### src/rtl/core/tccw_pkg.sv
package tccw_pkg;

    // Control bytes
    localparam logic [7:0] CH_BACKSPACE = 8'd8;
    localparam logic [7:0] CH_NEWLINE   = 8'd10;

    // Configuration register indexes
    localparam int          CFG_IDX_W   = 1;
    localparam int          CFG_DATA_W  = 8;
    localparam logic [0:0]  REG_COLUMNS = 1'b0;
    localparam logic [0:0]  REG_ROWS    = 1'b1;

    // Depth of the queue between front and back
    localparam int QUEUE_DEPTH = 2;
    localparam int QPTR_W      = (QUEUE_DEPTH > 1) ? $clog2(QUEUE_DEPTH) : 1;
    localparam int QCNT_W      = $clog2(QUEUE_DEPTH + 1);

    // Class of an incoming byte
    typedef enum logic [1:0] {
        C_PRINT = 2'd0,
        C_BS    = 2'd1,
        C_NL    = 2'd2
    } t_cls;

    // Kind of a result
    typedef enum logic [1:0] {
        K_STORE   = 2'd0,
        K_ERASE   = 2'd1,
        K_NEWLINE = 2'd2,
        K_IGNORE  = 2'd3
    } t_kind;

    // Classified request handed from front to back
    typedef struct packed {
        t_cls       cls;
        logic [7:0] ch;
    } t_op;

endpackage

### src/rtl/core/tccw_front.sv
module tccw_front (
    input  logic           i_clk,
    input  logic           i_rst_n,
    input  logic           i_hold,
    input  logic           i_in_valid,
    input  logic [7:0]     i_ch,
    output logic           o_in_ready,
    output logic           o_op_valid,
    output tccw_pkg::t_op  o_op,
    input  logic           i_op_ready
);
    import tccw_pkg::*;

    logic r_valid;
    t_op  r_op;
    t_op  n_op;
    logic accept;

    // Take a request when not held and the stage is empty or drains this cycle
    assign o_in_ready = !i_hold && (!r_valid || i_op_ready);
    assign accept     = i_in_valid && o_in_ready;

    // Classify the byte
    always_comb begin
        n_op.ch = i_ch;
        unique case (i_ch)
            CH_BACKSPACE: n_op.cls = C_BS;
            CH_NEWLINE:   n_op.cls = C_NL;
            default:      n_op.cls = C_PRINT;
        endcase
    end

    // Hold the classified request until the queue takes it
    always_ff @(posedge i_clk) begin
        if (!i_rst_n) begin
            r_valid <= 1'b0;
        end else if (accept) begin
            r_valid <= 1'b1;
        end else if (i_op_ready) begin
            r_valid <= 1'b0;
        end
    end

    always_ff @(posedge i_clk) begin
        if (accept) begin
            r_op <= n_op;
        end
    end

    assign o_op_valid = r_valid;
    assign o_op       = r_op;

endmodule

### src/rtl/core/tccw_queue.sv
module tccw_queue (
    input  logic           i_clk,
    input  logic           i_rst_n,
    input  logic           i_push_valid,
    input  tccw_pkg::t_op  i_push_op,
    output logic           o_push_ready,
    output logic           o_pop_valid,
    output tccw_pkg::t_op  o_pop_op,
    input  logic           i_pop_ready
);
    import tccw_pkg::*;

    t_op               r_mem [QUEUE_DEPTH];
    logic [QPTR_W-1:0] r_wp;
    logic [QPTR_W-1:0] r_rp;
    logic [QCNT_W-1:0] r_cnt;
    logic              push;
    logic              pop;

    assign o_push_ready = (r_cnt != QCNT_W'(QUEUE_DEPTH));
    assign o_pop_valid  = (r_cnt != '0);
    assign o_pop_op     = r_mem[r_rp];
    assign push         = i_push_valid && o_push_ready;
    assign pop          = o_pop_valid && i_pop_ready;

    // Advance pointers and count
    always_ff @(posedge i_clk) begin
        if (!i_rst_n) begin
            r_wp  <= '0;
            r_rp  <= '0;
            r_cnt <= '0;
        end else begin
            if (push) begin
                r_wp <= (r_wp == QPTR_W'(QUEUE_DEPTH - 1)) ? '0 : r_wp + 1'b1;
            end
            if (pop) begin
                r_rp <= (r_rp == QPTR_W'(QUEUE_DEPTH - 1)) ? '0 : r_rp + 1'b1;
            end
            if (push && !pop) begin
                r_cnt <= r_cnt + 1'b1;
            end else if (pop && !push) begin
                r_cnt <= r_cnt - 1'b1;
            end
        end
    end

    // Store the pushed request
    always_ff @(posedge i_clk) begin
        if (push) begin
            r_mem[r_wp] <= i_push_op;
        end
    end

endmodule

### src/rtl/core/tccw_back.sv
module tccw_back #(
    parameter int MAX_COLS = 128,
    parameter int MAX_ROWS = 64,
    parameter int CW       = 7,
    parameter int RW       = 6
) (
    input  logic           i_clk,
    input  logic           i_rst_n,
    input  logic [CW-1:0]  i_last_col,
    input  logic [RW-1:0]  i_last_row,
    input  logic           i_op_valid,
    input  tccw_pkg::t_op  i_op,
    output logic           o_op_ready,
    output logic           o_busy_clear,
    output logic           o_out_valid,
    input  logic           i_out_ready,
    output logic [1:0]     o_kind,
    output logic [6:0]     o_cell_col,
    output logic [5:0]     o_cell_row,
    output logic [7:0]     o_cell_char,
    output logic           o_scrolled,
    output logic [6:0]     o_cursor_col,
    output logic [5:0]     o_cursor_row
);
    import tccw_pkg::*;

    localparam int DEPTH = MAX_COLS * MAX_ROWS;
    localparam int AW    = (DEPTH > 1) ? $clog2(DEPTH) : 1;

    typedef enum logic [3:0] {
        S_CLEAR = 4'b0001,
        S_IDLE  = 4'b0010,
        S_COPY  = 4'b0100,
        S_ZERO  = 4'b1000
    } t_state;

    t_state          r_state;
    logic [CW-1:0]   r_cur_col;
    logic [RW-1:0]   r_cur_row;
    logic [AW-1:0]   r_clr;
    logic [CW-1:0]   r_x;
    logic [RW-1:0]   r_y;
    logic [AW-1:0]   r_base;
    logic [CW-1:0]   r_sc_last_col;
    logic [RW-1:0]   r_sc_last_row;
    logic            r_cp_wr;
    logic [AW-1:0]   r_cp_wa;
    logic [7:0]      r_rd_data;
    logic [7:0]      r_mem [DEPTH];

    logic            r_out_valid;
    logic [1:0]      r_kind;
    logic [6:0]      r_cell_col;
    logic [5:0]      r_cell_row;
    logic [7:0]      r_cell_char;
    logic            r_scrolled;
    logic [6:0]      r_cursor_col;
    logic [5:0]      r_cursor_row;

    logic            pop;
    logic [CW-1:0]   cc;
    logic [RW-1:0]   cr;
    logic            do_nl;
    logic            scroll;
    logic            op_wr;
    logic [CW-1:0]   op_col;
    logic [7:0]      op_data;
    logic [AW-1:0]   op_addr;
    t_kind           kind;
    logic [CW-1:0]   cell_col;
    logic [RW-1:0]   cell_row;
    logic [7:0]      cell_char;
    logic [CW-1:0]   n_col;
    logic [RW-1:0]   n_row;
    logic            wr_en;
    logic [AW-1:0]   wr_addr;
    logic [7:0]      wr_data;
    logic [AW-1:0]   rd_addr;
    logic [AW-1:0]   sweep_addr;
    logic            copy_last_x;
    logic            zero_last_x;

    // Take a request only in idle and with room in the output register
    assign pop          = (r_state == S_IDLE) && i_op_valid && (!r_out_valid || i_out_ready);
    assign o_op_ready   = pop;
    assign o_busy_clear = (r_state == S_CLEAR);

    // Saturate the cursor to the grid in use
    assign cc = (r_cur_col > i_last_col) ? i_last_col : r_cur_col;
    assign cr = (r_cur_row > i_last_row) ? i_last_row : r_cur_row;

    // Work out the cell write, the result and the next cursor
    always_comb begin
        do_nl     = 1'b0;
        scroll    = 1'b0;
        op_wr     = 1'b0;
        op_col    = cc;
        op_data   = 8'd0;
        kind      = K_STORE;
        cell_col  = '0;
        cell_row  = '0;
        cell_char = 8'd0;
        n_col     = cc;
        n_row     = cr;
        unique case (i_op.cls)
            C_BS: begin
                if (cc != '0) begin
                    n_col    = cc - 1'b1;
                    op_wr    = 1'b1;
                    op_col   = cc - 1'b1;
                    kind     = K_ERASE;
                    cell_col = cc - 1'b1;
                    cell_row = cr;
                end else begin
                    kind = K_IGNORE;
                end
            end
            C_NL: begin
                kind  = K_NEWLINE;
                do_nl = 1'b1;
            end
            default: begin
                op_wr     = 1'b1;
                op_data   = i_op.ch;
                kind      = K_STORE;
                cell_col  = cc;
                cell_row  = cr;
                cell_char = i_op.ch;
                if (cc == i_last_col) begin
                    do_nl = 1'b1;
                end else begin
                    n_col = cc + 1'b1;
                end
            end
        endcase
        if (do_nl) begin
            n_col = '0;
            if (cr == i_last_row) begin
                scroll = 1'b1;
                n_row  = i_last_row;
            end else begin
                n_row = cr + 1'b1;
            end
        end
    end

    assign op_addr     = AW'(32'(cr) * MAX_COLS + 32'(op_col));
    assign sweep_addr  = AW'(32'(r_base) + 32'(r_x));
    assign rd_addr     = AW'(32'(r_base) + MAX_COLS + 32'(r_x));
    assign copy_last_x = (r_x == r_sc_last_col);
    assign zero_last_x = (r_x == r_sc_last_col);

    // Select the single memory write: pending copy first
    always_comb begin
        wr_en   = 1'b0;
        wr_addr = op_addr;
        wr_data = op_data;
        if (r_cp_wr) begin
            wr_en   = 1'b1;
            wr_addr = r_cp_wa;
            wr_data = r_rd_data;
        end else begin
            unique case (r_state)
                S_CLEAR: begin
                    wr_en   = 1'b1;
                    wr_addr = r_clr;
                    wr_data = 8'd0;
                end
                S_ZERO: begin
                    wr_en   = 1'b1;
                    wr_addr = sweep_addr;
                    wr_data = 8'd0;
                end
                S_IDLE: begin
                    wr_en = pop && op_wr;
                end
                default: begin
                    wr_en = 1'b0;
                end
            endcase
        end
    end

    // Cell store: one write and one registered read a cycle
    always_ff @(posedge i_clk) begin
        if (wr_en) begin
            r_mem[wr_addr] <= wr_data;
        end
        if (r_state == S_COPY) begin
            r_rd_data <= r_mem[rd_addr];
        end
    end

    // Sequence clear, idle, row copy and bottom row zeroing
    always_ff @(posedge i_clk) begin
        if (!i_rst_n) begin
            r_state   <= S_CLEAR;
            r_clr     <= '0;
            r_cur_col <= '0;
            r_cur_row <= '0;
            r_cp_wr   <= 1'b0;
            r_x       <= '0;
            r_y       <= '0;
            r_base    <= '0;
        end else begin
            r_cp_wr <= (r_state == S_COPY);
            unique case (r_state)
                S_CLEAR: begin
                    if (r_clr == AW'(DEPTH - 1)) begin
                        r_state <= S_IDLE;
                    end else begin
                        r_clr <= r_clr + 1'b1;
                    end
                end
                S_IDLE: begin
                    if (pop) begin
                        r_cur_col <= n_col;
                        r_cur_row <= n_row;
                        r_x       <= '0;
                        r_y       <= '0;
                        r_base    <= '0;
                        if (scroll) begin
                            r_state <= (i_last_row == '0) ? S_ZERO : S_COPY;
                        end
                    end
                end
                S_COPY: begin
                    if (copy_last_x) begin
                        r_x    <= '0;
                        r_base <= AW'(32'(r_base) + MAX_COLS);
                        if (r_y == r_sc_last_row - 1'b1) begin
                            r_state <= S_ZERO;
                            r_y     <= '0;
                        end else begin
                            r_y <= r_y + 1'b1;
                        end
                    end else begin
                        r_x <= r_x + 1'b1;
                    end
                end
                S_ZERO: begin
                    if (!r_cp_wr) begin
                        if (zero_last_x) begin
                            r_state <= S_IDLE;
                        end else begin
                            r_x <= r_x + 1'b1;
                        end
                    end
                end
                default: begin
                    r_state <= S_IDLE;
                end
            endcase
        end
    end

    // Latch the scroll geometry and the copy write address
    always_ff @(posedge i_clk) begin
        if (pop) begin
            r_sc_last_col <= i_last_col;
            r_sc_last_row <= i_last_row;
        end
        r_cp_wa <= sweep_addr;
    end

    // Output register
    always_ff @(posedge i_clk) begin
        if (!i_rst_n) begin
            r_out_valid <= 1'b0;
        end else if (pop) begin
            r_out_valid <= 1'b1;
        end else if (i_out_ready) begin
            r_out_valid <= 1'b0;
        end
    end

    always_ff @(posedge i_clk) begin
        if (pop) begin
            r_kind       <= kind;
            r_cell_col   <= 7'(cell_col);
            r_cell_row   <= 6'(cell_row);
            r_cell_char  <= cell_char;
            r_scrolled   <= scroll;
            r_cursor_col <= 7'(n_col);
            r_cursor_row <= 6'(n_row);
        end
    end

    assign o_out_valid  = r_out_valid;
    assign o_kind       = r_kind;
    assign o_cell_col   = r_cell_col;
    assign o_cell_row   = r_cell_row;
    assign o_cell_char  = r_cell_char;
    assign o_scrolled   = r_scrolled;
    assign o_cursor_col = r_cursor_col;
    assign o_cursor_row = r_cursor_row;

    // A pending copy write never meets a new request
    a_no_pop_on_copy: assert property (@(posedge i_clk) disable iff (!i_rst_n)
        r_cp_wr |-> !pop)
        else $error("request taken while a copy write is pending");

    // A scrolling request leaves idle on the next cycle
    a_scroll_leaves_idle: assert property (@(posedge i_clk) disable iff (!i_rst_n)
        (pop && scroll) |=> (r_state == S_COPY || r_state == S_ZERO))
        else $error("scroll did not start the row sweep");

    // A taken request always fills the output register
    a_pop_loads_out: assert property (@(posedge i_clk) disable iff (!i_rst_n)
        pop |=> r_out_valid)
        else $error("request taken without a result");

    // No request is taken during the clearing pass
    a_no_pop_on_clear: assert property (@(posedge i_clk) disable iff (!i_rst_n)
        (r_state == S_CLEAR) |-> !o_op_ready)
        else $error("request taken during clearing pass");

endmodule

### src/rtl/core/text_console_cell_writer.sv
// Channel  Direction  Handshake                   Payload
// in       input      i_in_valid / o_in_ready     i_ch
// out      output     o_out_valid / i_out_ready   o_kind .. o_cursor_row
// cfg      input      i_cfg_we (no wait)          i_cfg_idx, i_cfg_data
//
// An ordinary request passes the input stage, the queue and the output register in
// turn. A scroll stalls the back end while it copies each row up by one, drains the
// last copy write when rows > 1 and zeroes the bottom row; the single memory port
// sets this. After reset a pass zeroes all MAX_COLS*MAX_ROWS cells of the cell store
// with o_in_ready low. The two-entry queue lets the front keep accepting while the
// back stalls.
module text_console_cell_writer #(
    parameter int MAX_COLS = 128,
    parameter int MAX_ROWS = 64
) (
    input  logic                           i_clk,
    input  logic                           i_rst_n,
    input  logic                           i_cfg_we,
    input  logic [tccw_pkg::CFG_IDX_W-1:0] i_cfg_idx,
    input  logic [tccw_pkg::CFG_DATA_W-1:0] i_cfg_data,
    input  logic                           i_in_valid,
    output logic                           o_in_ready,
    input  logic [7:0]                     i_ch,
    output logic                           o_out_valid,
    input  logic                           i_out_ready,
    output logic [1:0]                     o_kind,
    output logic [6:0]                     o_cell_col,
    output logic [5:0]                     o_cell_row,
    output logic [7:0]                     o_cell_char,
    output logic                           o_scrolled,
    output logic [6:0]                     o_cursor_col,
    output logic [5:0]                     o_cursor_row
);
    import tccw_pkg::*;

    localparam int CW = (MAX_COLS > 1) ? $clog2(MAX_COLS) : 1;
    localparam int RW = (MAX_ROWS > 1) ? $clog2(MAX_ROWS) : 1;

    logic [7:0]    r_columns;
    logic [6:0]    r_rows;
    logic [CW-1:0] last_col;
    logic [RW-1:0] last_row;
    logic          busy_clear;
    logic          f_valid;
    t_op           f_op;
    logic          f_ready;
    logic          q_valid;
    t_op           q_op;
    logic          q_ready;

    // Write configuration registers
    always_ff @(posedge i_clk) begin
        if (!i_rst_n) begin
            r_columns <= 8'd80;
            r_rows    <= 7'd25;
        end else if (i_cfg_we) begin
            unique case (i_cfg_idx)
                REG_COLUMNS: r_columns <= i_cfg_data[7:0];
                REG_ROWS:    r_rows    <= i_cfg_data[6:0];
                default:     ;
            endcase
        end
    end

    // Clamp the grid size to 1..maximum, kept as last index
    always_comb begin
        if (r_columns == 8'd0) begin
            last_col = '0;
        end else if (9'(r_columns) > 9'(MAX_COLS)) begin
            last_col = CW'(MAX_COLS - 1);
        end else begin
            last_col = CW'(r_columns - 8'd1);
        end
        if (r_rows == 7'd0) begin
            last_row = '0;
        end else if (8'(r_rows) > 8'(MAX_ROWS)) begin
            last_row = RW'(MAX_ROWS - 1);
        end else begin
            last_row = RW'(r_rows - 7'd1);
        end
    end

    tccw_front u_front (
        .i_clk      (i_clk),
        .i_rst_n    (i_rst_n),
        .i_hold     (busy_clear),
        .i_in_valid (i_in_valid),
        .i_ch       (i_ch),
        .o_in_ready (o_in_ready),
        .o_op_valid (f_valid),
        .o_op       (f_op),
        .i_op_ready (f_ready)
    );

    tccw_queue u_queue (
        .i_clk        (i_clk),
        .i_rst_n      (i_rst_n),
        .i_push_valid (f_valid),
        .i_push_op    (f_op),
        .o_push_ready (f_ready),
        .o_pop_valid  (q_valid),
        .o_pop_op     (q_op),
        .i_pop_ready  (q_ready)
    );

    tccw_back #(
        .MAX_COLS (MAX_COLS),
        .MAX_ROWS (MAX_ROWS),
        .CW       (CW),
        .RW       (RW)
    ) u_back (
        .i_clk        (i_clk),
        .i_rst_n      (i_rst_n),
        .i_last_col   (last_col),
        .i_last_row   (last_row),
        .i_op_valid   (q_valid),
        .i_op         (q_op),
        .o_op_ready   (q_ready),
        .o_busy_clear (busy_clear),
        .o_out_valid  (o_out_valid),
        .i_out_ready  (i_out_ready),
        .o_kind       (o_kind),
        .o_cell_col   (o_cell_col),
        .o_cell_row   (o_cell_row),
        .o_cell_char  (o_cell_char),
        .o_scrolled   (o_scrolled),
        .o_cursor_col (o_cursor_col),
        .o_cursor_row (o_cursor_row)
    );

endmodule

### config.mk
export PLATFORM = sky130hd
export DESIGN_NAME = text_console_cell_writer
export DESIGN_NICKNAME = d
export VERILOG_FILES = /design/src/rtl/core/tccw_pkg.sv /design/src/rtl/core/tccw_front.sv /design/src/rtl/core/tccw_queue.sv /design/src/rtl/core/tccw_back.sv /design/src/rtl/core/text_console_cell_writer.sv
export SDC_FILE = /design/constraint.sdc
export NUM_CORES = 1
export LEC_CHECK = 0
export ABC_AREA = 0
export BUFFER_PORTS_ARGS = -buffer_cell sky130_fd_sc_hd__buf_2
export CAP_MARGIN = 20
export CORE_UTILIZATION = 55
export CTS_CLUSTER_DIAMETER = 60
export DETAILED_ROUTE_END_ITERATION = 6
export PLACE_DENSITY = 0.81
export REMOVE_ABC_BUFFERS = 1
export SLEW_MARGIN = 20
export SYNTH_ARGS = -nofsm -noshare
export SYNTH_HDL_FRONTEND = slang
export SYNTH_SLANG_ARGS = --single-unit
### constraint.sdc
create_clock -name i_clk -period 4.44 [get_ports i_clk]
set_clock_uncertainty 0.2 [all_clocks]
set_input_delay 1.11 -clock i_clk [delete_from_list [all_inputs] [get_ports i_clk]]
set_output_delay 1.11 -clock i_clk [all_outputs]
set_load 0.01 [all_outputs]
== Word-level counts from Yosys, hierarchy flattened ==
Memory sizes are Yosys's and may differ from the RTL's. A register that Yosys moved wholly into a read port is not among the register bits.
Cells that the tools add are included.

* Input bits: 22
* Memory bits (read-only): 0
* Memories: 1
* Output and inout bits: 39
* Memory bits (writable): 20
* Latch bits: 0
* Register bits: 125
* Word-level logic and storage cells: 153

{| class="wikitable"
|+ Memory list
! memory !! depth !! bits a word !! rd ports !! clocked after Yosys merged registers in !! wr ports !! RTL line !! RTL
|-
| u_queue.r_mem || 2 || 10 || 1 || 1 || 1 || tccw_queue.sv:13 || <nowiki>t_op r_mem [QUEUE_DEPTH];</nowiki>
|}

* Reductions and logical operators: 33
* $add $sub $neg: 13
* Order comparisons: 4
* Mux-type cells: 53
* Shifts and indexed selects: 0
* Div/mod/pow operators: 0
* $mul: 0
* Equality and inequality tests: 22
* Bitwise operators: 2

{| class="wikitable"
|+ Operators by type and width
! kind !! count
|-
| $mux W7 || 11
|-
| $mux W6 || 9
|-
| $mux W4 || 8
|-
| $pmux W7 S2 || 2
|-
| $pmux W6 S2 || 2
|-
| $pmux W7 S3 || 1
|-
| $eq A8 B4 Y1 const B || 2
|-
| $pmux W4 S4 || 1
|-
| $add A7 B1 Y7 const B || 2
|-
| $eq A7 B7 Y1 || 2
|-
| $sub A7 B1 Y7 const B || 2
|-
| $add A13 B1 Y13 const B || 1
|-
| $eq A13 B13 Y1 const B || 1
|-
| $mux W1 || 13
|-
| $add A6 B1 Y6 const B || 2
|-
| $eq A6 B6 Y1 || 2
|-
| $sub A6 B1 Y6 const B || 2
|-
| $ne A2 B2 Y1 const B || 5
|-
| $reduce_bool A2 Y1 || 5
|-
| $gt A8 B8 Y1 const B || 1
|-
| $logic_and A1 B1 Y1 || 8
|-
| $logic_not A8 Y1 || 1
|-
| $ne A2 B1 Y1 const B || 4
|-
| $pmux W2 S2 || 2
|-
| other kinds (26) || 38
|}

== Depth between registers and ports, before layout ==
Gate-level depths: netlist of the first run.

* Word-level depth: 12
* Gate-level depth with buffers: 23
* Depth with buffers taken out: 21

== Hierarchy ==
A second synthesis of the first run with hierarchy kept.

* Cell total of the unflattened synthesis: 774
* Area total of the unflattened synthesis: 7773.7 µm²

{| class="wikitable"
|+ By module, submodules not included
! module !! times used !! area each (µm²) !! seq. area each (µm²) !! cells each
|-
| tccw_back || 1 || 5421.4 || 2402.3 || 561
|-
| text_console_cell_writer || 1 || 1007.2 || 300.3 || 135
|-
| tccw_queue || 1 || 952.2 || 700.7 || 56
|-
| tccw_front || 1 || 392.9 || 320.3 || 22
|}

== Worst setup path after synthesis of the first run ==
No wires, ideal clock.

* Path kind: register to register
* Start point: register r_columns[0]
* End point: register u_back.r_cell_col[4] (netlist: u_back.o_cell_col[4]) (data pin)
* Path buffers: 3
* Stages on the path, launching flop included: 21
* Setup slack: -34 ps
* Clock period less this slack: 4474 ps
* Data required time: 4101 ps
* Arrival: 4136 ps
* Library setup time: 139 ps
* Cells stage by stage: dfxtp_1 -> clkbuf_1 -> inv_1 -> ha_1 -> clkbuf_1 -> a21boi_0 -> a211oi_1 -> o21ai_0 -> inv_1 -> ha_1 -> nand4_1 -> or2_2 -> o21a_1 -> clkbuf_1 -> o21ai_0 -> inv_1 -> ha_1 -> a21oi_1 -> nand2b_1 -> o21a_1 -> nor2_1

* Cells in the longest elaborated chain, start to end: 8
* Elaborated cells on any way between the ends: 11
* Classes of those cells: add/sub: 2; order compare: 2; mux: 5; reduce/logical: 2

{| class="wikitable"
|+ RTL lines
! item !! RTL line !! RTL
|-
| from (decl) || text_console_cell_writer.sv:39 || <nowiki>logic [7:0] r_columns;</nowiki>
|-
| from (signal assigned) || text_console_cell_writer.sv:58 || <nowiki>REG_COLUMNS: r_columns <= i_cfg_data[7:0];</nowiki>
|-
| $sub A7 B1 Y7 or $gt A8 B8 Y1 (tied branches) || text_console_cell_writer.sv:72, text_console_cell_writer.sv:69 ||
|-
| $mux W7 || text_console_cell_writer.sv:69 || <nowiki>end else if (9'(r_columns) > 9'(MAX_COLS)) begin</nowiki>
|-
| $mux W7 * || text_console_cell_writer.sv:67 || <nowiki>if (r_columns == 8'd0) begin</nowiki>
|-
| named net last_col[4] || text_console_cell_writer.sv:41 || <nowiki>logic [CW-1:0] last_col;</nowiki>
|-
| $gt A7 B7 Y1 || tccw_back.sv:89 || <nowiki>assign cc = (r_cur_col > i_last_col) ? i_last_col : r_cur_col;</nowiki>
|-
| $mux W7 * || tccw_back.sv:89 ||
|-
| $sub A7 B1 Y7 or $reduce_bool A7 Y1 (tied branches) || tccw_back.sv:112, tccw_back.sv:107 ||
|-
| $mux W7 || tccw_back.sv:107 || <nowiki>if (cc != '0) begin</nowiki>
|-
| $pmux W7 S2 * || tccw_back.sv:105 || <nowiki>unique case (i_op.cls)</nowiki>
|-
| named net u_back.cell_col[4] || tccw_back.sv:70 || <nowiki>logic [CW-1:0] cell_col;</nowiki>
|-
| to (signal assigned) || tccw_back.sv:280 || <nowiki>r_cell_col <= 7'(cell_col);</nowiki>
|-
| to (decl) || tccw_back.sv:53 || <nowiki>logic [6:0] r_cell_col;</nowiki>
|}

The timed path passes the listed nets; every way through them passes the cells marked *.
A chain may end at the register's enable or synchronous reset.

== Worst setup path after layout of the first run ==
* Start point: register r_rows[0]
* End point: register u_back.r_cursor_row[4] (netlist: u_back.o_cursor_row[4]) (data pin)

* Cells in the longest elaborated chain, start to end: 8
* Elaborated cells on any way between the ends: 11
* Classes of those cells: add/sub: 2; order compare: 2; eq/ne: 1; mux: 5; reduce/logical: 1

{| class="wikitable"
|+ RTL lines
! item !! RTL line !! RTL
|-
| from (decl) || text_console_cell_writer.sv:40 || <nowiki>logic [6:0] r_rows;</nowiki>
|-
| from (signal assigned) || text_console_cell_writer.sv:59 || <nowiki>REG_ROWS: r_rows <= i_cfg_data[6:0];</nowiki>
|-
| $sub A6 B1 Y6 or $gt A7 B7 Y1 (tied branches) || text_console_cell_writer.sv:79, text_console_cell_writer.sv:76 ||
|-
| $mux W6 || text_console_cell_writer.sv:76 || <nowiki>end else if (8'(r_rows) > 8'(MAX_ROWS)) begin</nowiki>
|-
| $mux W6 * || text_console_cell_writer.sv:74 || <nowiki>if (r_rows == 7'd0) begin</nowiki>
|-
| named net last_row[1] || text_console_cell_writer.sv:42 || <nowiki>logic [RW-1:0] last_row;</nowiki>
|-
| $gt A6 B6 Y1 || tccw_back.sv:90 || <nowiki>assign cr = (r_cur_row > i_last_row) ? i_last_row : r_cur_row;</nowiki>
|-
| $mux W6 || tccw_back.sv:90 ||
|-
| $add A6 B1 Y6 or $eq A6 B6 Y1 (tied branches) || tccw_back.sv:142, tccw_back.sv:138 ||
|-
| $mux W6 || tccw_back.sv:138 || <nowiki>if (cr == i_last_row) begin</nowiki>
|-
| $mux W6 * || tccw_back.sv:136 || <nowiki>if (do_nl) begin</nowiki>
|-
| named net u_back.n_row[4] || tccw_back.sv:74 || <nowiki>logic [RW-1:0] n_row;</nowiki>
|-
| to (signal assigned) || tccw_back.sv:285 || <nowiki>r_cursor_row <= 6'(n_row);</nowiki>
|-
| to (decl) || tccw_back.sv:58 || <nowiki>logic [5:0] r_cursor_row;</nowiki>
|}

Marked as above.

==> summary.md, run 1 <==
| Metric | Value |
|---|---|
| Status | completed |
| H-tree level count | 4 |
| Diode count | 0 |
| Leakage | 0.00357 µW |
| Worst slew margin | 38.9% |
| Primary FF master, synth | edfxtp_1 |
| Post-synth EDFFs | 80 |
| Max IR drop VDD | 0.281 mV |
| Total grt overflow | 0 |
| Metal-1 WL | 7.69 mm |
| Filler instances | 1068 |
| Row count | 43 |
| Routed Antenna Nets | 0 |
| WHS | 0.252 ns |
| R2r setup slk | 0.26 ns |
| Worst path slowest cell | maj3_1 |
| Reg2reg path depth | 18 |
| Io pins | 61 |
| Top cell family by delay on the critical path | simple AND/OR/NAND/NOR gates |
| Metal2 WL | 8.53 mm |
| Cts hold-fix bufs | 0 |
| Post-route setup slack | 0.262 ns |
| Root Buffer | clkbuf_16 |
| Die W | 122 µm |
| First-pass GRT wire length | 28.7 mm |
| DRT Pass-1 Iters | 5 |
| Routability Congestion | 0.912 |
| Leading area contributor after synthesis | edfxtp_1 |
| Crit-path most repeated cell | ha_1 |
| Pre-CTS setup slack | 0.140 ns |
| Die height | 122 µm |
| Setup CP Type | reg -> reg |
| Synth-to-layout area growth | 15.6% |
| TNS Setup | 0 ns |
| Ys Warns | 0 |
| Met3 Wirelength | 864 µm |
| Crit Path Max Fanout | 6 |
| Vias in the first global route | 6032 |
| Uppermost routed layer | met4 |
| Worst path buffer plus inverter count | 3 |
| Detailed Route WL | 17.5 mm |
| Synth top area share | 30.3% |
| Final Hold Vio Count | 0 |
| Syn_area_per_cell | 9.69 µm² |
| Starting density of the core | 56.7% |
| Worst setup EP type | flop |
| Setup violators final | 0 |
| Most common cell after layout, fill and taps aside | nor2_1 |
| Least-Margin Pin Slew | 0.914 ns |
| Die ar. | 0.0149 mm² |
| Tmin final | 4.18 ns |
| PwrDens | 442 mW/mm² |
| Class of the worst hold path | reg -> reg |
| Synthesized cell area | 0.00794 mm² |
| RSZ-0062 raised after global routing | false |
| Vias post-DR | 6307 |
| Period utilisation layout | 94.1% |
| Number of synthesized register bits | 146 |
| Worst path required time | 4.55 ns |
| CTS sink cnt | 146 |
| Hold Startpoint | u_front.o_op[5]$_DFFE_PP_ |
| Layout Utilization | 65.6% |
| RR Endpoint | u_back.o_cursor_row[4]$_DFFE_PP_ |
| Clock Path Buffers | 2 |
| Maximum operating frequency | 239 MHz |
| Inserted Clock Buffers | 17 |
| Most frequent cells in the layout | nor2_1, edfxtp_1, nand2_1 |
| Final Net Count | 941 |
| Critical-path cell list | inv_2 > ha_1 > nor2b_4 > nand2_1 > maj3_1 > inv_1 > ha_1 > nand2b_1 > a21oi_1 > o32a_1 > nand2_1 > and2_1 > inv_1 > ha_1 > nor3b_2 > or3b_2 > o311ai_1 > or2_2 |
| Largest net degree at the start of global routing | 30 |
| Hold endpoint | u_queue.r_mem[0][5]$_DFFE_PP_ |
| Max-Cap Viols | 0 |
| Dpl hpwl | 12.0 mm |
| Port bufs | 60 |
| Worst reg2reg startpoint | r_rows[0]$_SDFFE_PN1P_ |
| # DRC | 0 |
| Fraction of layout cells with a size suffix above 1 | 18.2% |
| Core area | 0.0140 mm² |
| Skew-Pair Late Insertion Delay | 0.43 ns |
| Initial antenna violation count | 0 |
| Seq/Total Area, Yosys | 46.9% |
| Clock slew at reported path FFs | 0.07 ns |
| Mapped Cells | 819 |
| Ys async rst share | 0% |
| Worst Setup Start Kind | flop |
| DR WL/cell | 16.2 µm |
| Crit path DAT | 4.29 ns |
| Final std cells w/o fill | 1083 |
| CTS tree | yes |
| Total GRT Usage | 24.8% |
| Final Slew Violations | 0 |
| Top cells by area, synth | edfxtp_1, dfxtp_1, ha_1 |
| CP peak stage delay | 0.46 ns |
| Distinct cells, synth | 82 |
| Placed cells | 1048 |
| Drt first-iter violations | 381 |
| Vias per cell | 5.82 |
| Hold path depth | 0 |
==> state kept, by name, summed over array words and instances, names as in the netlist, 7 cells and up, named ones only <==
name and flops:
u_back.r_sc_last_col 7, u_back.o_cursor_col 7, u_front.o_op 10, u_back.r_clr 13, u_back.r_x 7, r_rows 7, r_columns 8, u_queue.r_mem 20
u_back.o_cell_char 8, u_back.o_cell_col 7, u_back.r_cur_col 7
==> routing by layer <==
layer	up-vias	global-route usage (%)
met1	2987	31.5
met5	-	0
met2	180	40.9
li1	3098	-
met4	0	10.7
met3	42	4.92
==> cell usage after synthesis (3+ instances only) <==
| library cell | number |
|---|---|
| xnor2_1 | 31 |
| nor4bb_1 | 3 |
| o22ai_1 | 13 |
| a21oi_1 | 42 |
| nor2_1 | 83 |
| and4_1 | 3 |
| or3_1 | 3 |
| or4_1 | 3 |
| o31ai_1 | 6 |
| and2_1 | 3 |
| o21a_1 | 8 |
| nor3_1 | 14 |
| o2111ai_1 | 3 |
| a21boi_0 | 3 |
| a211oi_1 | 7 |
| o21ai_0 | 31 |
| nor2b_1 | 15 |
| nand2b_1 | 14 |
| a31oi_1 | 8 |
| nor4_1 | 8 |
| clkbuf_1 | 30 |
| edfxtp_1 | 80 |
| a21o_1 | 5 |
| nor4b_1 | 3 |
| inv_1 | 45 |
| nand3_1 | 24 |
| nand2_1 | 75 |
| nand3b_1 | 6 |
| o21ba_2 | 4 |
| ha_1 | 29 |
| nand4_1 | 15 |
| dfxtp_1 | 66 |
| and3_1 | 4 |
| mux2i_1 | 22 |
| o32ai_1 | 3 |
| o211ai_1 | 3 |
| nor3b_1 | 5 |
| or2_2 | 4 |
| buf_1 | 6 |
| xor2_1 | 31 |
==> kinds of logic after synthesis <==
family	Yosys count	share of synthesized area, %
compound gates	172	15.1
xor+xnor	63	7.05
fa+ha+maj	31	4.82
buf+inv	88	4.38
flops	146	46.9
mux	24	3.06
simple gates	295	18.7
==> worst reg2reg max path, stage by stage, from the launching register on <==
cell and delay, ns:
dfxtp_1 0.36, inv_2 0.12, ha_1 0.24, nor2b_4 0.23, nand2_1 0.15, maj3_1 0.46, inv_1 0.11, ha_1 0.24
nand2b_1 0.08, a21oi_1 0.09, o32a_1 0.34, nand2_1 0.09, and2_1 0.18, inv_1 0.06, ha_1 0.20, nor3b_2 0.16
or3b_2 0.46, o311ai_1 0.11, or2_2 0.18
==> layout make-up <==
class                   count  area (µm²)  area share, %
multi-input cells         585        3940           42.9
flip-flops and latches    146        3720           40.6
repair buffers             92         541           5.89
inverters                  48         180           1.96
clock buffers              17         425           4.64
well taps                 180         225           2.45
clock inverters            15         145           1.58
==> stage by stage <==
stage / area (µm²) / power (µW)
global placement: 8510 / 2620
global route: 9180 / 4230
CTS: 9090 / 4030
detailed placement: 8510 / 2640
floorplan: 7770 / 2370
finish: 9180 / 4050
==> what timing repair did <==
item | 4_1_cts | 5_1_grt
setup endpoints to repair | 1 | 10
setup buffers | 0 | 3
resized for setup | 1 | 13
pin swaps | 0 | 1
==> worst max-delay path by stage <==
stage                      startpoint                               end  cells past startpoint
4_1_cts        r_rows[0]$_SDFFE_PN1P_  u_back.o_cursor_row[4]$_DFFE_PP_                     17
6_report       r_rows[0]$_SDFFE_PN1P_  u_back.o_cursor_row[4]$_DFFE_PP_                     18
2_1_floorplan  r_rows[0]$_SDFFE_PN1P_  u_back.o_cursor_row[4]$_DFFE_PP_                     17
3_5_place_dp   r_rows[0]$_SDFFE_PN1P_  u_back.o_cursor_row[4]$_DFFE_PP_                     16
3_3_place_gp   r_rows[0]$_SDFFE_PN1P_  u_back.o_cursor_row[4]$_DFFE_PP_                     17
5_1_grt        r_rows[0]$_SDFFE_PN1P_  u_back.o_cursor_row[4]$_DFFE_PP_                     16
==> power by group <==
| part | internal (µW) | switching [µW] |
|---|---|---|
| combinational | 400 | 575 |
| sequential | 1580 | 113 |
| clock | 742 | 641 |
Note: power is estimated with default switching activity, not from simulation.
==> run 2, diff against run 1 <==
--- a/config.mk
+++ b/config.mk
@@ -8,10 +8,11 @@
 export ABC_AREA = 0
 export BUFFER_PORTS_ARGS = -buffer_cell sky130_fd_sc_hd__buf_2
 export CAP_MARGIN = 20
-export CORE_UTILIZATION = 55
+export CORE_UTILIZATION = 57
+export CTS_BUF_LIST = sky130_fd_sc_hd__clkbuf_4
 export CTS_CLUSTER_DIAMETER = 60
 export DETAILED_ROUTE_END_ITERATION = 6
-export PLACE_DENSITY = 0.81
+export PLACE_DENSITY = 0.83
 export REMOVE_ABC_BUFFERS = 1
 export SLEW_MARGIN = 20
 export SYNTH_ARGS = -nofsm -noshare
==> run 2 against run 1 <==
Net effect: combinational power fell by 0.8%; die area fell by 3.5%; power fell by 12%; critical path type unchanged; largest cell class unchanged; sequential share of layout area rose by 1.3 points.
==> summary.md, run 2 (synthesis gave the netlist of run 1 again) <==
| Metric | Value |
|---|---|
| Status | completed |
| Leakage | 0.00345 µW (-3.3%) |
| Crit path depth | 16 (-2) |
| PwrDens | 401 mW/mm² (-9.2%) |
| # DRC | 0 (unchanged) |
| DRT Pass-1 Iters | 5 (unchanged) |
| Least-Margin Pin Slew | 0.883 ns (-0.0302 ns) |
| Final Hold Vio Count | 0 (unchanged) |
| Routability Congestion | 0.890 (-2.4%) |
| Vias in the first global route | 5995 (-0.61%) |
| Pre-CTS setup slack | 0.0878 ns (-0.0520 ns) |
| Io pins | 61 (unchanged) |
| Row count | 42 (-2.3%) |
| Starting density of the core | 59.2% (+2.5 points) |
| Worst path required time | 4.70 ns (+0.15 ns) |
| Class of the worst hold path | reg -> reg |
| Worst Setup Start Kind | flop |
| Vias per cell | 5.91 (+1.5%) |
| DR WL/cell | 16.2 µm (+0.53%) |
| Max IR drop VDD | 0.192 mV (-32%) |
| CTS tree | yes |
| Worst path slowest cell | or4_1 |
| Drt first-iter violations | 510 (+34%) |
| Vias post-DR | 6377 (+1.1%) |
| Clock Path Buffers | 2 (unchanged) |
| WHS | 0.250 ns (-0.00192 ns) |
| H-tree level count | 4 (unchanged) |
| Die ar. | 0.0144 mm² (-3.5%) |
| Inserted Clock Buffers | 17 (unchanged) |
| Critical Path Source | r_columns[1]$_SDFFE_PN0P_ |
| Period utilisation layout | 94.4% (+0.30 points) |
| Hold path depth | 0 (unchanged) |
| Most common cell after layout, fill and taps aside | nor2_1 |
| Dpl hpwl | 12.4 mm (+3.3%) |
| Hold Startpoint | u_front.o_op[3]$_DFFE_PP_ |
| Crit Path Max Fanout | 8 (+2) |
| Worst path buffer plus inverter count | 3 (unchanged) |
| Total GRT Usage | 25.4% (+0.64 points) |
| First-pass GRT wire length | 28.9 mm (+0.65%) |
| Worst reg2reg startpoint | r_columns[1]$_SDFFE_PN0P_ |
| Largest Register | u_queue.r_mem |
| Final std cells w/o fill | 1079 (-0.37%) |
| Initial antenna violation count | 1 (+1) |
| Setup CP Type | reg -> reg |
| Root Buffer | clkbuf_4 |
| Post-route setup slack | 0.248 ns (-0.0133 ns) |
| CTS sink cnt | 146 (unchanged) |
| Tmin final | 4.19 ns (+0.0133 ns) |
| Final Net Count | 940 (-0.11%) |
| Synth-to-layout area growth | 12.0% |
| CP peak stage delay | 0.48 ns (+0.02 ns) |
| Layout Utilization | 66.3% (+0.76 points) |
| Detailed Route WL | 17.5 mm (+0.16%) |
| Worst setup EP type | flop |
| Top cell family by delay on the critical path | compound AO/OA/AOI/OAI gates |
| Fraction of layout cells with a size suffix above 1 | 18.5% (+0.35 points) |
| Clock slew at reported path FFs | 0.16 ns (+0.09 ns) |
| Cts hold-fix bufs | 0 (unchanged) |
| Port bufs | 60 (unchanged) |
| Max FFs per register | 20 (unchanged) |
| Maximum operating frequency | 239 MHz (-0.32%) |
| Placed cells | 1046 (-0.19%) |
| Die W | 120 µm (-1.7%) |
| Critical-path cell list | inv_1 > ha_1 > nand2b_1 > nor3_2 > o21ai_0 > inv_1 > ha_1 > a211oi_1 > o21bai_1 > o21a_1 > buf_4 > or4_1 > o32a_1 > xnor2_1 > o22ai_1 > o21ba_2 |
| Core area | 0.0134 mm² (-4.2%) |
| Crit path DAT | 4.45 ns (+0.16 ns) |
| Total grt overflow | 0 (unchanged) |
| Tot Pwr | 3570 µW (-12%) |
| Routed Antenna Nets | 0 (unchanged) |
| Most frequent cells in the layout | nor2_1, edfxtp_1, nand2_1 |
| Final Slew Violations | 0 (unchanged) |
| Die height | 120 µm (-1.7%) |
| Worst slew margin | 40.9% (+2.0 points) |
| Largest net degree at the start of global routing | 42 (+40%) |
| Reg2reg path depth | 16 (-2) |
| Setup violators final | 0 (unchanged) |
| Max-Cap Viols | 0 (unchanged) |
| Skew-Pair Late Insertion Delay | 0.56 ns (+0.13 ns) |
==> run 2: final cells by class <==
| type | count | area (µm²) |
|---|---|---|
| diodes | 1 | 2.50 |
| clock buffers | 17 | 128 |
| clock inverters | 15 | 181 |
| fillers | 1032 | 4510 |
| inverters | 48 | 180 |
| multi-input cells | 585 | 3910 |
| flip-flops and latches | 146 | 3730 |
| well taps | 176 | 220 |
| repair buffers | 91 | 546 |
==> run 2: worst paths after layout <==
check / to / slack, ns
setup / recovery: u_back.r_cur_col[5]$_SDFFE_PN0P_ / 0.25
hold / removal: u_queue.r_mem[0][3]$_DFFE_PP_ / 0.25
setup reg to reg: u_back.r_cur_col[5]$_SDFFE_PN0P_ / 0.25
hold reg to reg: u_queue.r_mem[0][3]$_DFFE_PP_ / 0.25
==> run 2: layer usage <==
metal / vias up / global-route usage [%] / share of wire, %
met2: 242 / 41.8 / 48
met5: - / 0 / 0
met3: 48 / 4.94 / 6.5
met4: 0 / 10.5 / 2.4
met1: 2972 / 32.7 / 43
li1: 3115 / - / -
==> run 2: report_power, final <==
part | internal, µW | switching (µW) | total, µW
clock network | 362 | 543 | 905
logic | 392 | 574 | 967
registers | 1580 | 114 | 1700
==> run 2: repair_timing <==
| action | 4_1_cts | 5_1_grt |
|---|---|---|
| hold endpoints to repair | 0 | 0 |
| buffers inserted | 0 | 0 |
| setup endpoints to repair | 0 | 20 |
| resized for setup | 0 | 19 |
==> run 2: per-stage QoR <==
step           area, µm²  setup TNS [ns]
3_3_place_gp        8530               0
4_1_cts             8840               0
6_report            8890               0
5_1_grt             8890        -0.00307
3_5_place_dp        8530               0
2_1_floorplan       7770               0
==> run 3, diff against run 2 <==
--- a/config.mk
+++ b/config.mk
@@ -8,11 +8,11 @@
 export ABC_AREA = 0
 export BUFFER_PORTS_ARGS = -buffer_cell sky130_fd_sc_hd__buf_2
 export CAP_MARGIN = 20
-export CORE_UTILIZATION = 57
+export CORE_UTILIZATION = 60
 export CTS_BUF_LIST = sky130_fd_sc_hd__clkbuf_4
 export CTS_CLUSTER_DIAMETER = 60
 export DETAILED_ROUTE_END_ITERATION = 6
-export PLACE_DENSITY = 0.83
+export PLACE_DENSITY = 0.84
 export REMOVE_ABC_BUFFERS = 1
 export SLEW_MARGIN = 20
 export SYNTH_ARGS = -nofsm -noshare
==> constraint.sdc (replaced) <==
create_clock -name i_clk -period 4.13 [get_ports i_clk]
set_clock_uncertainty 0.2 [all_clocks]
set_input_delay 1.0325 -clock i_clk [delete_from_list [all_inputs] [get_ports i_clk]]
set_output_delay 1.0325 -clock i_clk [all_outputs]
set_load 0.01 [all_outputs]
==> run 3 against run 2 <==
Net effect: register-to-register slack got worse by 0.21 ns; cell count is 1.9% higher; sequential power grew 7%; power is 9.1% higher; via count is 1.0% higher; worst setup slack worse by 0.21 ns; count of clock-buffer cells in the layout did not move; global-route usage increased by 1.6 points; hold slack better by 0.016 ns; critical endpoint is now u_back.o_cursor_row[4]$_DFFE_PP_; largest power group unchanged.
==> summary.md, run 3 (synthesis gave the netlist of run 1 again) <==
| Metric | Value |
|---|---|
| Status | completed |
| Psw | 1420 µW (+16%) |
| CTS sink cnt | 146 (unchanged) |
| Max-Cap Viols | 0 (unchanged) |
| Pre-CTS setup slack | 0.0803 ns (-0.00746 ns) |
| Largest Register | u_queue.r_mem |
| Die ar. | 0.0137 mm² (-4.9%) |
| Die height | 117 µm (-2.5%) |
| Switching Fraction | 36.5% (+2.0 points) |
| Worst path required time | 4.39 ns (-0.31 ns) |
| Vias per cell | 5.86 (-0.83%) |
| DR WL/cell | 16.2 µm (about the same) |
| Clock Path Buffers | 2 (unchanged) |
| CTS tree | yes |
| Clk pwr share | 24.2% (-1.2 points) |
| Final Net Count | 965 (+2.7%) |
| Cts hold-fix bufs | 0 (unchanged) |
| Leakage | 0.00361 µW (+4.5%) |
| Fraction of layout cells with a size suffix above 1 | 22.8% (+4.2 points) |
| Routed Antenna Nets | 0 (unchanged) |
| Routability Congestion | 0.959 (+7.8%) |
| Tot Pwr | 3890 µW (+9.1%) |
| Starting density of the core | 62.1% (+2.9 points) |
| Period utilisation layout | 99.1% (+4.7 points) |
| Post-route setup slack | 0.0370 ns (-0.211 ns) |
| Least-Margin Pin Slew | 0.820 ns (-0.0634 ns) |
| Clock slew at reported path FFs | 0.15 ns (about the same) |
| Io pins | 61 (unchanged) |
| Worst Setup Start Kind | flop |
| H-tree level count | 4 (unchanged) |
| Synth-to-layout area growth | 15.9% |
| Worst slew margin | 45.1% (+4.2 points) |
| First-pass GRT wire length | 28.0 mm (-2.8%) |
| Crit Path Max Fanout | 10 (+2) |
| Class of the worst hold path | reg -> reg |
| Crit path DAT | 4.36 ns (-0.09 ns) |
| WHS | 0.266 ns (+0.0161 ns) |
| Vias in the first global route | 5932 (-1.1%) |
| Logic pwr share | 28.9% (+1.8 points) |
| Root Buffer | clkbuf_4 |
| PwrDens | 423 mW/mm² (+5.4%) |
| Vias post-DR | 6441 (+1.0%) |
| Final Slew Violations | 0 (unchanged) |
| Tmin final | 4.09 ns (-0.0987 ns) |
| Placed cells | 1062 (+1.5%) |
| Layout Utilization | 72.0% (+5.6 points) |
| Skew-Pair Late Insertion Delay | 0.59 ns (+0.03 ns) |
| Setup CP Type | reg -> reg |
| Worst setup EP type | flop |
| # DRC | 0 (unchanged) |
| Maximum operating frequency | 244 MHz (+2.4%) |
| Drt first-iter violations | 475 (-6.9%) |
| Most frequent cells in the layout | nor2_1, edfxtp_1, nand2_1 |
| Dpl hpwl | 12.6 mm (+1.2%) |
| DRT Pass-1 Iters | 5 (unchanged) |
| Int Power | 2470 µW (+5.7%) |
| Total GRT Usage | 27.0% (+1.6 points) |
| Final std cells w/o fill | 1099 (+1.9%) |
| Reg power frac | 46.9% (-0.6 points) |
| Largest net degree at the start of global routing | 55 (+31%) |
| Port bufs | 60 (unchanged) |
| Detailed Route WL | 17.9 mm (+1.9%) |
| Inserted Clock Buffers | 17 (unchanged) |
| Diode count | 0 (-1) |
| Core area | 0.0128 mm² (-4.7%) |
| Most common cell after layout, fill and taps aside | nor2_1 |
| Row count | 41 (-2.4%) |
| Setup violators final | 0 (unchanged) |
| Max FFs per register | 20 (unchanged) |
| Die W | 117 µm (-2.5%) |
| Total grt overflow | 0 (unchanged) |
| Max IR drop VDD | 0.369 mV (+92%) |
| Initial antenna violation count | 0 (-1) |
| Final Hold Vio Count | 0 (unchanged) |
## run 3: area by class of cell
type | instances | area (µm²)
repair buffers | 116 | 744
flip-flops and latches | 146 | 3730
inverters | 48 | 183
clock inverters | 15 | 183
clock buffers | 17 | 128
fillers | 892 | 3580
well taps | 172 | 215
multi-input cells | 585 | 4010
## run 3: final timing paths
path                        startpoint                               end  slack, ns  cells past startpoint
min          u_front.o_op[7]$_DFFE_PP_     u_queue.r_mem[0][7]$_DFFE_PP_       0.27                      0
max             r_rows[4]$_SDFFE_PN1P_  u_back.o_cursor_row[4]$_DFFE_PP_       0.04                     14
max reg2reg     r_rows[4]$_SDFFE_PN1P_  u_back.o_cursor_row[4]$_DFFE_PP_       0.04                     14
min reg2reg  u_front.o_op[7]$_DFFE_PP_     u_queue.r_mem[0][7]$_DFFE_PP_       0.27                      0
## run 3: critical path, stage by stage (launching register included)
cell,delay (ns)
dfxtp_4,0.43
or3_1,0.41
o31ai_1,0.31
o211ai_1,0.21
ha_1,0.34
nand4_1,0.18
a21oi_2,0.17
o32a_1,0.25
mux2i_2,0.26
inv_1,0.07
ha_1,0.22
nor3b_2,0.17
or3b_2,0.46
o311ai_1,0.11
or2_4,0.18
## run 3: per-stage QoR
stage          instance area [µm²]  setup TNS [ns]
6_report                      9200               0
5_1_grt                       9200          -0.200
4_1_cts                       8990               0
3_5_place_dp                  8680               0
3_3_place_gp                  8680               0
2_1_floorplan                 7770          -0.489
## run 3: metal layers
| metal | wire, µm | up-vias | global-route usage (%) |
|---|---|---|---|
| met5 | 0 | - | 0 |
| li1 | - | 3137 | - |
| met2 | 8460 | 281 | 42.5 |
| met1 | 7810 | 2994 | 36.4 |
| met3 | 1240 | 29 | 6.33 |
| met4 | 345 | 0 | 10.1 |
## run 3: repair_timing
item | 4_1_cts | 5_1_grt
endpoints found under the setup margin | 0 | 41
hold endpoints to repair | 0 | 0
resized for setup | 0 | 48
setup buffers | 0 | 5
## run 3: power groups by stage
| stage | clock (µW) | combinational [µW] | sequential [µW] |
|---|---|---|---|
| after floorplan | 0 | 713 | 1830 |
| after global placement | 0 | 1020 | 1840 |
| after detailed placement | 0 | 1050 | 1850 |
| after CTS | 956 | 1060 | 1820 |
| after global routing | 1010 | 1230 | 1840 |
| final | 940 | 1130 | 1820 |
